[config.mk]
export PLATFORM = sky130hd
export DESIGN_NAME = utf8_to_utf16_decoder
export DESIGN_NICKNAME = d
export VERILOG_FILES = /design/src/rtl/u2u_pkg.sv /design/src/rtl/u2u_dec.sv /design/src/rtl/u2u_ofifo.sv /design/src/rtl/utf8_to_utf16_decoder.sv
export SDC_FILE = /design/constraint.sdc
export NUM_CORES = 1
export LEC_CHECK = 0
export BUFFER_PORTS_ARGS = -buffer_cell sky130_fd_sc_hd__buf_2
export CAP_MARGIN = 20
export CELL_PAD_IN_SITES_DETAIL_PLACEMENT = 1
export CELL_PAD_IN_SITES_GLOBAL_PLACEMENT = 1
export CORE_MARGIN = 5
export CORE_UTILIZATION = 33
export CTS_CLUSTER_SIZE = 28
export DETAILED_ROUTE_END_ITERATION = 10
export PLACE_DENSITY_LB_ADDON = 0.1
export SLEW_MARGIN = 20
export SYNTH_ARGS = -nofsm -noshare
export SYNTH_HDL_FRONTEND = slang
export SYNTH_SLANG_ARGS = --single-unit
[constraint.sdc]
create_clock -name clk -period 6.6 [get_ports clk]
set_input_delay 1.32 -clock clk [delete_from_list [all_inputs] [get_ports clk]]
set_output_delay 1.32 -clock clk [all_outputs]
set_load 0.01 [all_outputs]
[src/rtl/u2u_pkg.sv]
// Shared types and constants for the UTF-8 to 16-bit unit decoder.
// Used by u2u_dec, u2u_ofifo and utf8_to_utf16_decoder; depends on nothing.
package u2u_pkg;

  localparam int unsigned CAP_W   = 16;
  localparam int unsigned UNIT_W  = 16;
  localparam int unsigned ACC_W   = 21;
  localparam int unsigned CFG_IDX_W = 2;

  localparam int unsigned OQ_DEPTH = 4;
  localparam int unsigned OQ_AW    = $clog2(OQ_DEPTH);
  localparam int unsigned OQ_CW    = $clog2(OQ_DEPTH + 1);

  localparam logic [CFG_IDX_W-1:0] CFG_OUT_CAPACITY = 2'd0;
  localparam logic [CFG_IDX_W-1:0] CFG_APPEND_TERM  = 2'd1;

  typedef enum logic [1:0] {
    KIND_UNIT       = 2'd0,
    KIND_END_TERM   = 2'd1,
    KIND_END_NOTERM = 2'd2
  } kind_t;

  typedef struct packed {
    logic [7:0] in_byte;
    logic       has_byte;
    logic       end_of_string;
  } item_t;

  typedef struct packed {
    logic [CAP_W-1:0] out_capacity;
    logic             append_terminator;
  } cfg_t;

  typedef struct packed {
    logic [UNIT_W-1:0] code_unit;
    kind_t             kind;
    logic              last;
    logic [CAP_W-1:0]  units_written;
  } result_t;

endpackage

[src/rtl/u2u_dec.sv]
// Decode step: sequence state registers and the per-byte next-state and result logic.
// Depends on u2u_pkg.
module u2u_dec (
  input  logic              clk,
  input  logic              rst,
  input  logic              advance,
  input  u2u_pkg::item_t    item,
  input  u2u_pkg::cfg_t     cfg,
  output u2u_pkg::result_t  res_a,
  output u2u_pkg::result_t  res_b,
  output logic [1:0]        push_n
);
  import u2u_pkg::*;

  logic             halted;
  logic [1:0]       bytes_left;
  logic [ACC_W-1:0] accumulator;
  logic             still_accumulating;
  logic [CAP_W-1:0] written_count;

  logic             halted_next;
  logic [1:0]       bytes_left_next;
  logic [ACC_W-1:0] accumulator_next;
  logic             still_accumulating_next;
  logic [CAP_W-1:0] written_count_next;

  logic              want_unit;
  logic              emit_unit;
  logic [UNIT_W-1:0] unit_val;
  logic [CAP_W-1:0]  cap_eff;
  logic [7:0]        b;
  result_t           unit_res;
  result_t           end_res;

  assign b = item.in_byte;

  always_comb begin
    if (cfg.append_terminator) begin
      cap_eff = (cfg.out_capacity == '0) ? '0 : cfg.out_capacity - CAP_W'(1);
    end else begin
      cap_eff = cfg.out_capacity;
    end
  end

  always_comb begin
    halted_next             = halted;
    bytes_left_next         = bytes_left;
    accumulator_next        = accumulator;
    still_accumulating_next = still_accumulating;
    written_count_next      = written_count;
    want_unit               = 1'b0;
    emit_unit               = 1'b0;
    unit_val                = '0;

    if (item.has_byte && !halted) begin
      if (bytes_left != 2'd0) begin
        // payload bits only until the first byte that is not 10xxxxxx
        if (still_accumulating && b[7:6] == 2'b10) begin
          accumulator_next = {accumulator[ACC_W-7:0], b[5:0]};
        end else begin
          still_accumulating_next = 1'b0;
        end
        bytes_left_next = bytes_left - 2'd1;
        if (bytes_left_next == 2'd0) begin
          still_accumulating_next = 1'b0;
          want_unit = 1'b1;
          unit_val  = accumulator_next[UNIT_W-1:0];
        end
      end else if (!b[7]) begin
        want_unit = 1'b1;
        unit_val  = {8'h00, b};
      end else if (b[7:5] == 3'b110) begin
        accumulator_next        = {16'd0, b[4:0]};
        bytes_left_next         = 2'd1;
        still_accumulating_next = 1'b1;
      end else if (b[7:4] == 4'b1110) begin
        accumulator_next        = {17'd0, b[3:0]};
        bytes_left_next         = 2'd2;
        still_accumulating_next = 1'b1;
      end else if (b[7:3] == 5'b11110) begin
        accumulator_next        = {18'd0, b[2:0]};
        bytes_left_next         = 2'd3;
        still_accumulating_next = 1'b1;
      end else begin
        halted_next = 1'b1;
      end
    end

    // string ends inside a sequence: flush the partial codepoint
    if (item.end_of_string && bytes_left_next != 2'd0 && !halted_next) begin
      want_unit = 1'b1;
      unit_val  = accumulator_next[UNIT_W-1:0];
    end

    if (want_unit && !halted_next) begin
      if (written_count >= cap_eff) begin
        halted_next = 1'b1;
      end else begin
        emit_unit          = 1'b1;
        written_count_next = written_count + CAP_W'(1);
      end
    end

    unit_res.code_unit     = unit_val;
    unit_res.kind          = KIND_UNIT;
    unit_res.last          = 1'b0;
    unit_res.units_written = '0;

    end_res.code_unit      = '0;
    end_res.kind           = (cfg.append_terminator && cfg.out_capacity != '0) ?
                             KIND_END_TERM : KIND_END_NOTERM;
    end_res.last           = 1'b1;
    end_res.units_written  = written_count_next;

    // drop all stream state after the end word
    if (item.end_of_string) begin
      halted_next             = 1'b0;
      bytes_left_next         = 2'd0;
      accumulator_next        = '0;
      still_accumulating_next = 1'b0;
      written_count_next      = '0;
    end
  end

  assign res_a  = emit_unit ? unit_res : end_res;
  assign res_b  = end_res;
  assign push_n = advance ? ({1'b0, emit_unit} + {1'b0, item.end_of_string}) : 2'd0;

  always_ff @(posedge clk) begin
    if (rst) begin
      halted             <= 1'b0;
      bytes_left         <= 2'd0;
      accumulator        <= '0;
      still_accumulating <= 1'b0;
      written_count      <= '0;
    end else if (advance) begin
      halted             <= halted_next;
      bytes_left         <= bytes_left_next;
      accumulator        <= accumulator_next;
      still_accumulating <= still_accumulating_next;
      written_count      <= written_count_next;
    end
  end

endmodule

[src/rtl/u2u_ofifo.sv]
// Result queue: takes up to two words per cycle, hands out one per cycle on pop.
// Depends on u2u_pkg.
module u2u_ofifo (
  input  logic                        clk,
  input  logic                        rst,
  input  logic [1:0]                  push_n,
  input  u2u_pkg::result_t            res_a,
  input  u2u_pkg::result_t            res_b,
  input  logic                        pop,
  output u2u_pkg::result_t            head,
  output logic [u2u_pkg::OQ_CW-1:0]   count
);
  import u2u_pkg::*;

  result_t          slots [OQ_DEPTH];
  logic [OQ_AW-1:0] wr_ptr;
  logic [OQ_AW-1:0] rd_ptr;
  logic [OQ_AW-1:0] wr_ptr_b;
  logic             do_pop;

  assign do_pop   = pop && (count != '0);
  assign wr_ptr_b = wr_ptr + OQ_AW'(1);
  assign head     = slots[rd_ptr];

  always_ff @(posedge clk) begin
    if (push_n != 2'd0) begin
      slots[wr_ptr] <= res_a;
    end
    if (push_n == 2'd2) begin
      slots[wr_ptr_b] <= res_b;
    end
  end

  always_ff @(posedge clk) begin
    if (rst) begin
      wr_ptr <= '0;
      rd_ptr <= '0;
      count  <= '0;
    end else begin
      wr_ptr <= wr_ptr + OQ_AW'(push_n);
      if (do_pop) begin
        rd_ptr <= rd_ptr + OQ_AW'(1);
      end
      count <= count + OQ_CW'(push_n) - OQ_CW'(do_pop);
    end
  end

endmodule

[src/rtl/utf8_to_utf16_decoder.sv]
// Top level of the UTF-8 to 16-bit unit decoder: ports, input register, config registers.
// Depends on u2u_pkg, u2u_dec and u2u_ofifo.
//
//  channel  signals                          word
//  s_*      s_tvalid s_tready s_tdata ...    one string byte or end-only marker
//  m_*      m_tvalid m_tready m_tdata ...    one decoded unit or end record
//  cfg_*    cfg_valid cfg_ready cfg_index    register write, always taken
//
// One byte per cycle while the result queue has room: a byte is held in the input register,
// then the decode step writes zero, one or two words into a four-entry result queue.
// The input register and the result queue lie between input accept and the first output word.
// The input register advances only when the queue has room for two words, so a
// stalled m_tready backs up into s_tready after a few words.
// Synchronous reset clears decode state and queue pointers and resets the config registers.
module utf8_to_utf16_decoder (
  input  logic                            clk,
  input  logic                            rst,
  input  logic                            s_tvalid,
  output logic                            s_tready,
  input  logic [7:0]                      s_tdata,   // [7:0] in_byte
  input  logic [0:0]                      s_tuser,   // [0] has_byte
  input  logic                            s_tlast,   // end_of_string
  output logic                            m_tvalid,
  input  logic                            m_tready,
  output logic [31:0]                     m_tdata,   // [15:0] code_unit, [31:16] units_written
  output logic [1:0]                      m_tuser,   // [1:0] kind
  output logic                            m_tlast,   // last
  input  logic                            cfg_valid,
  output logic                            cfg_ready,
  input  logic [u2u_pkg::CFG_IDX_W-1:0]   cfg_index,
  input  logic [15:0]                     cfg_data
);
  import u2u_pkg::*;

  cfg_t             cfg;
  item_t            item;
  logic             in_valid;
  logic             advance;
  logic [1:0]       push_n;
  result_t          res_a;
  result_t          res_b;
  result_t          head;
  logic [OQ_CW-1:0] oq_count;

  assign cfg_ready = 1'b1;

  always_ff @(posedge clk) begin
    if (rst) begin
      cfg.out_capacity      <= 16'hFFFF;
      cfg.append_terminator <= 1'b0;
    end else if (cfg_valid) begin
      unique case (cfg_index)
        CFG_OUT_CAPACITY: cfg.out_capacity      <= cfg_data;
        CFG_APPEND_TERM:  cfg.append_terminator <= cfg_data[0];
        default: ;
      endcase
    end
  end

  // advance only with room for a unit plus an end word
  assign advance  = in_valid && (oq_count <= OQ_CW'(OQ_DEPTH - 2));
  assign s_tready = !in_valid || advance;

  always_ff @(posedge clk) begin
    if (rst) begin
      in_valid <= 1'b0;
    end else if (s_tready) begin
      in_valid <= s_tvalid;
    end
  end

  always_ff @(posedge clk) begin
    if (s_tready && s_tvalid) begin
      item.in_byte       <= s_tdata;
      item.has_byte      <= s_tuser[0];
      item.end_of_string <= s_tlast;
    end
  end

  u2u_dec u_dec (
    .clk     (clk),
    .rst     (rst),
    .advance (advance),
    .item    (item),
    .cfg     (cfg),
    .res_a   (res_a),
    .res_b   (res_b),
    .push_n  (push_n)
  );

  u2u_ofifo u_ofifo (
    .clk    (clk),
    .rst    (rst),
    .push_n (push_n),
    .res_a  (res_a),
    .res_b  (res_b),
    .pop    (m_tready),
    .head   (head),
    .count  (oq_count)
  );

  assign m_tvalid = (oq_count != '0);
  assign m_tdata  = {head.units_written, head.code_unit};
  assign m_tuser  = head.kind;
  assign m_tlast  = head.last;

  a_room_on_advance: assert property (@(posedge clk) disable iff (rst)
    advance |-> oq_count <= OQ_CW'(OQ_DEPTH - 2))
    else $error("decode advanced without room for two words");

  a_pair_is_end: assert property (@(posedge clk) disable iff (rst)
    push_n == 2'd2 |-> item.end_of_string && !res_a.last && res_b.last)
    else $error("two words pushed for an item that does not end the string");

  a_last_kind: assert property (@(posedge clk) disable iff (rst)
    m_tvalid && m_tlast |-> m_tuser != KIND_UNIT)
    else $error("end word carries a unit kind");

  a_unit_fields: assert property (@(posedge clk) disable iff (rst)
    m_tvalid && !m_tlast |-> m_tuser == KIND_UNIT && m_tdata[31:16] == 16'h0000)
    else $error("unit word carries end fields");

  a_queue_bound: assert property (@(posedge clk) disable iff (rst)
    oq_count <= OQ_CW'(OQ_DEPTH))
    else $error("result queue overflow");

endmodule

# Word-level counts from Yosys, hierarchy flattened
# Memories as Yosys holds them, arrays and structs flattened. A register that Yosys moved wholly into a read port is not among the register bits.
# Cells that the tools add are included.
[word_totals]
reg_bits = 71
ram_bits = 140
in_bits = 33
output_inout_bits = 38
wordCells = 119
n_memories = 1
[classes]
add_sub_neg = 9
order_cmp = 2
n_eq_ne = 7
muxes = 59
n_reduce_logical = 27
[mem_list]
columns = ["memory", "words", "width", "rd", "rd_clocked_by_memory_dff", "wr", "line", "source"]
rows = [
  ["u_ofifo.slots", 4, 35, 1, 1, 2, "u2u_ofifo.sv:15", "result_t slots [OQ_DEPTH];"],
]
[ops]
columns = ["op", "n"]
rows = [
  ["$mux W16", 17],
  ["$mux W35", 1],
  ["$mux W1", 29],
  ["$mux W2", 11],
  ["$add A16 B1 Y16 const B", 1],
  ["$ge A16 B16 Y1", 1],
  ["$logic_not A16 Y1", 1],
  ["$reduce_bool A16 Y1", 1],
  ["$sub A16 B1 Y16 const B", 1],
  ["$logic_and A1 B1 Y1", 9],
  ["$reduce_bool A2 Y1", 4],
  ["$mux W7", 1],
  ["$reduce_bool A3 Y1", 2],
  ["$eq A5 B5 Y1 const B", 1],
  ["$reduce_and A5 Y1", 1],
  ["$reduce_bool A5 Y1", 1],
  ["$add A2 B1 Y2 const B", 2],
  ["$eq A2 B2 Y1 const B", 2],
  ["$eq A4 B4 Y1 const B", 1],
  ["$logic_not A2 Y1", 2],
  ["$ne A4 B4 Y1 const B", 1],
  ["$reduce_and A2 Y1", 2],
  ["$add A3 B2 Y3", 1],
  ["$eq A3 B3 Y1 const B", 1],
  ["other kinds (8)", 10],
]

# Longest topological paths before layout
[depth]
ltp_word = 18
depth_mapped = 21
mapped_depth_nobuf = 19

# Hierarchy
# A second synthesis with hierarchy kept.
[hier_totals]
hier_cells = 998
hier_area_um2 = 12045.3
[modules_own_cells]
columns = ["mod", "instances", "cells_each", "area_per_inst_um2", "seq_area_each_um2"]
rows = [
  ["u2u_ofifo", 1, 386, 7241.9, 4384.2],
  ["u2u_dec", 1, 514, 3707.3, 720.7],
  ["utf8_to_utf16_decoder", 1, 98, 1096.1, 660.6],
]

# Worst setup path after synthesis
# No wires, ideal clock.
[synth_timing]
path_type = "flip-flop to flip-flop"
start = "register cfg[3] (netlist name)"
end = "memory u_ofifo.slots[2][0] (netlist name), data pin"
setup_time_ns = 0.153
arrival_time_ns = 5.545
required_ns = 6.447
slack_ns = 0.902
stages_incl_launch_ff = 22
path_buffers = 2
period_less_slack_ns = 5.698
cell_sequence = "dfxtp_1 or4_1 nor4_2 nand3_1 nor2_1 xor2_1 nand2_1 ha_1 a211oi_1 nor2_1 or3b_1 a21o_4 buf_6 nor2_1 ha_1 or3b_1 nor2_1 nor2_1 inv_1 o21ai_0 clkbuf_1 o21ai_0"
[synth_lines]
columns = ["item", "line"]
rows = [
  ["to (decl)", "u2u_ofifo.sv:15"],
]

==> flow_summary_export.csv <==
group,metric,value,unit
timing,hold_viol_final,0,
layout,num_antenna_cells,0,
pwr,ir_drop,0.0001739,V
layout,layout_commonest_cell,"nand2_1",
layout,multi_input_area,6008,µm²
timing,fmax,168.6,MHz
die,die_h,197.1,µm
route,remaining_drc_errors,0,
route,drtIter0Drc,646,
die,dieArea,38840,µm²
logic_synthesis,synth_edf_count,82,
clock_tree,cts-hold-fix-buffers,0,
worst_setup_path,critPathMaxStageDelay,680,ps
worst_setup_path,arrival,6340,ps
layout,syn_to_final_growth,14.06,%
logic_synthesis,synthCells,1230,
route,drt-total-wl,38.45,mm
timing,rsz0062_at_grt,"no",
pwr,p_leak,4.515,nW
die,fp.dieW,197.1,µm
logic_synthesis,yosys_warnings,0,
worst_setup_path,worst_path_max_delay_cell,"or3_2",
clock_tree,cts.sinks,213,
layout,fillers,4026,
logic_synthesis,synth_cell_type_count,74,
placement,post-dp-hpwl,25.35,mm
timing,tightestPinTransition,1059,ps
clock_tree,clockRootBuffer,"clkbuf_16",
clock_tree,cts_tree,"yes",
logic_synthesis,ys_seq_elements,213,
worst_setup_path,path_delay_family,"simple AND/OR/NAND/NOR gates",
die,core_area,34540,µm²
timing,period_share,89.89,%
global_routing,grt_overflow,0,
outcome,status,"complete, no violations",
worst_setup_path,crit_required,7000,ps
timing,tns,0,ps
pwr,powerDensity,268.4,nW/µm²
die,io_pins,71,
clock_tree,clk_path_buf_depth,3,
die,rows,68,
global_routing,track_usage,19.52,%
worst_setup_path,path_max_fanout,18,
global_routing,grt_pass1_vias,10030,
layout,nets,1323,
timing,maxSlewViolCount,0,
clock_tree,cts_buffers,25,
logic_synthesis,async_flop_share,0,%
worst_setup_path,worst-path-buf-inv,0,
global_routing,antenna_found_initial,0,
logic_synthesis,synthesis.area,11550,µm²
layout,ff_latch_area,5087,µm²
route,ant_nets,0,
timing,relSlewSlack,28.91,%
clock_tree,cts_max_level,1,
global_routing,grt_max_degree,61,
layout,final_cell_mix,"nand2_1, dfxtp_1, o21ai_0",
logic_synthesis,synthFlopType,"dfxtp_1",
layout,fin_area,13180,µm²
placement,pre_cts_slack,393.1,ps
worst_hold_path,hold_class,"reg -> reg",
worst_setup_path,cp-startpoint,"cfg[3]$_SDFFE_PP1P_",
worst_setup_path,path_class,"reg -> reg",
worst_setup_path,crit_path_cell_trace,"or4_1 > nor4_2 > nor2b_1 > nand2_1 > nand2_1 > ha_1 > a2111oi_0 > o21ai_0 > a21o_1 > a21o_4 > nor2_2 > ha_1 > or3b_1 > or3_2 > or3_1 > o31ai_1 > a21o_1",
layout,final_cells,1742,
clock_tree,cts.reportedPaths.clkPinSlew,60,ps
job,max-cap-violations,0,
timing,setup_viol,0,
layout,drive_above_1_share,15.77,%
route,wire_per_inst,22.07,µm
global_routing,grt_pass1_wl,60.55,mm
logic_synthesis,yosysSeqAreaShare,44.02,%
pwr,power.total,3.536,mW
worst_setup_path,cp-end-kind,"flop",
worst_setup_path,rr_startpoint,"cfg[3]$_SDFFE_PP1P_",
placement,dpl-instance-area,12350,µm²
timing,setup_ws,667.1,ps
placement,port-buffer-count,69,
logic_synthesis,avgSynthCellArea,9.391,µm²
route,via_per_inst,5.704,
logic_synthesis,synth_nets,1285,
timing,fin_crit,5933,ps
route,drtPass1Iterations,5,
worst_hold_path,hold_start,"u_ofifo.slots[1][29]$_SDFFE_PP0N_",
timing,hold_slack,452.0,ps
clock_tree,clock_latency,540,ps
route,num_vias,9937,
worst_setup_path,start_kind,"flop",
die,initial_core_util,33.44,%
placement,dp.cells,1695,
layout,finalCoreUtilization,38.14,%
placement,gp_congestion,0.7723,
timing,finClkSkew,13.12,ps
[report_power, final]
part / internal [mW] / leakage (nW) / switching, mW
logic: 0.264 / 2.30 / 0.407
clock network: 0.825 / 0.395 / 0.566
registers: 1.43 / 1.82 / 0.0464
total: 2.52 / 4.52 / 1.02
[metal layers]
metal	global-route usage [%]	vias up	share of wire, %
li1	-	4716	-
met1	29.42	4991	50
met2	30.75	193	45
met3	2.183	37	3.8
met4	3.390	0	1.3
met5	0	-	0
[logic make-up after synthesis]
family / count (synthesis) / share of synthesized area (%)
compound gates: 376 / 21.79
simple gates: 442 / 18.79
flops: 213 / 44.02
fa+ha+maj: 22 / 2.448
mux: 44 / 7.604
other cells: 1 / 0.03246
buf+inv: 117 / 4.170
xor+xnor: 15 / 1.137
[repair_timing]
item / 4_1_cts / 5_1_grt
gates resized for setup: 0 / 2
setup buffers: 0 / 0
setup endpoints to repair: 0 / 3
[path summary, 6_finish.rpt]
kind	to	slack [ps]	cells after the start
min	u_ofifo.slots[1][29]$_SDFFE_PP0N_	450	2
max reg2reg	u_ofifo.slots[1][15]$_DFFE_PP_	670	17
max	u_ofifo.slots[1][15]$_DFFE_PP_	670	17
min reg2reg	u_ofifo.slots[1][29]$_SDFFE_PP0N_	450	2
[worst register-to-register path, stage by stage (launching register included)]
cell and delay [ps]:
dfxtp_1 360, or4_1 620, nor4_2 390, nor2b_1 230
nand2_1 200, nand2_1 130, ha_1 260, a2111oi_0 490
o21ai_0 170, a21o_1 260, a21o_4 230, nor2_2 250
ha_1 350, or3b_1 430, or3_2 680, or3_1 390
o31ai_1 230, a21o_1 120
[synthesized netlist by cell type, types with 21 or more instances]
cell type / count / area [µm²]
mux4_2: 35 / 788.3
inv_1: 23 / 86.33
nor2_1: 105 / 394.1
edfxtp_1: 82 / 2462
a21oi_1: 68 / 340.3
a41oi_1: 32 / 280.3
o21ai_0: 117 / 585.6
a22o_1: 26 / 227.7
clkbuf_1: 70 / 262.8
or3_1: 21 / 131.4
nand2_1: 139 / 521.8
ha_1: 21 / 262.8
nand3_1: 42 / 210.2
dfxtp_1: 131 / 2623
[layout make-up]
type                    count  area share [%]
clock buffers              32           5.024
well taps                 455           4.321
inverters                  24          0.6838
clock inverters            14           1.140
multi-input cells         900           45.60
flip-flops and latches    213           38.61
repair buffers            104           4.615
[sequential cells by signal, summed over array words and instances (netlist names), 2 cells and up, named ones only]
register	cells
u_ofifo.wr_ptr	2
u_ofifo.slots	140
cfg	17
u_dec.accumulator	16
item	10
u_dec.written_count	16
u_ofifo.count	3
u_ofifo.rd_ptr	2
u_dec.bytes_left	2
(Power assumes the default switching activity.)
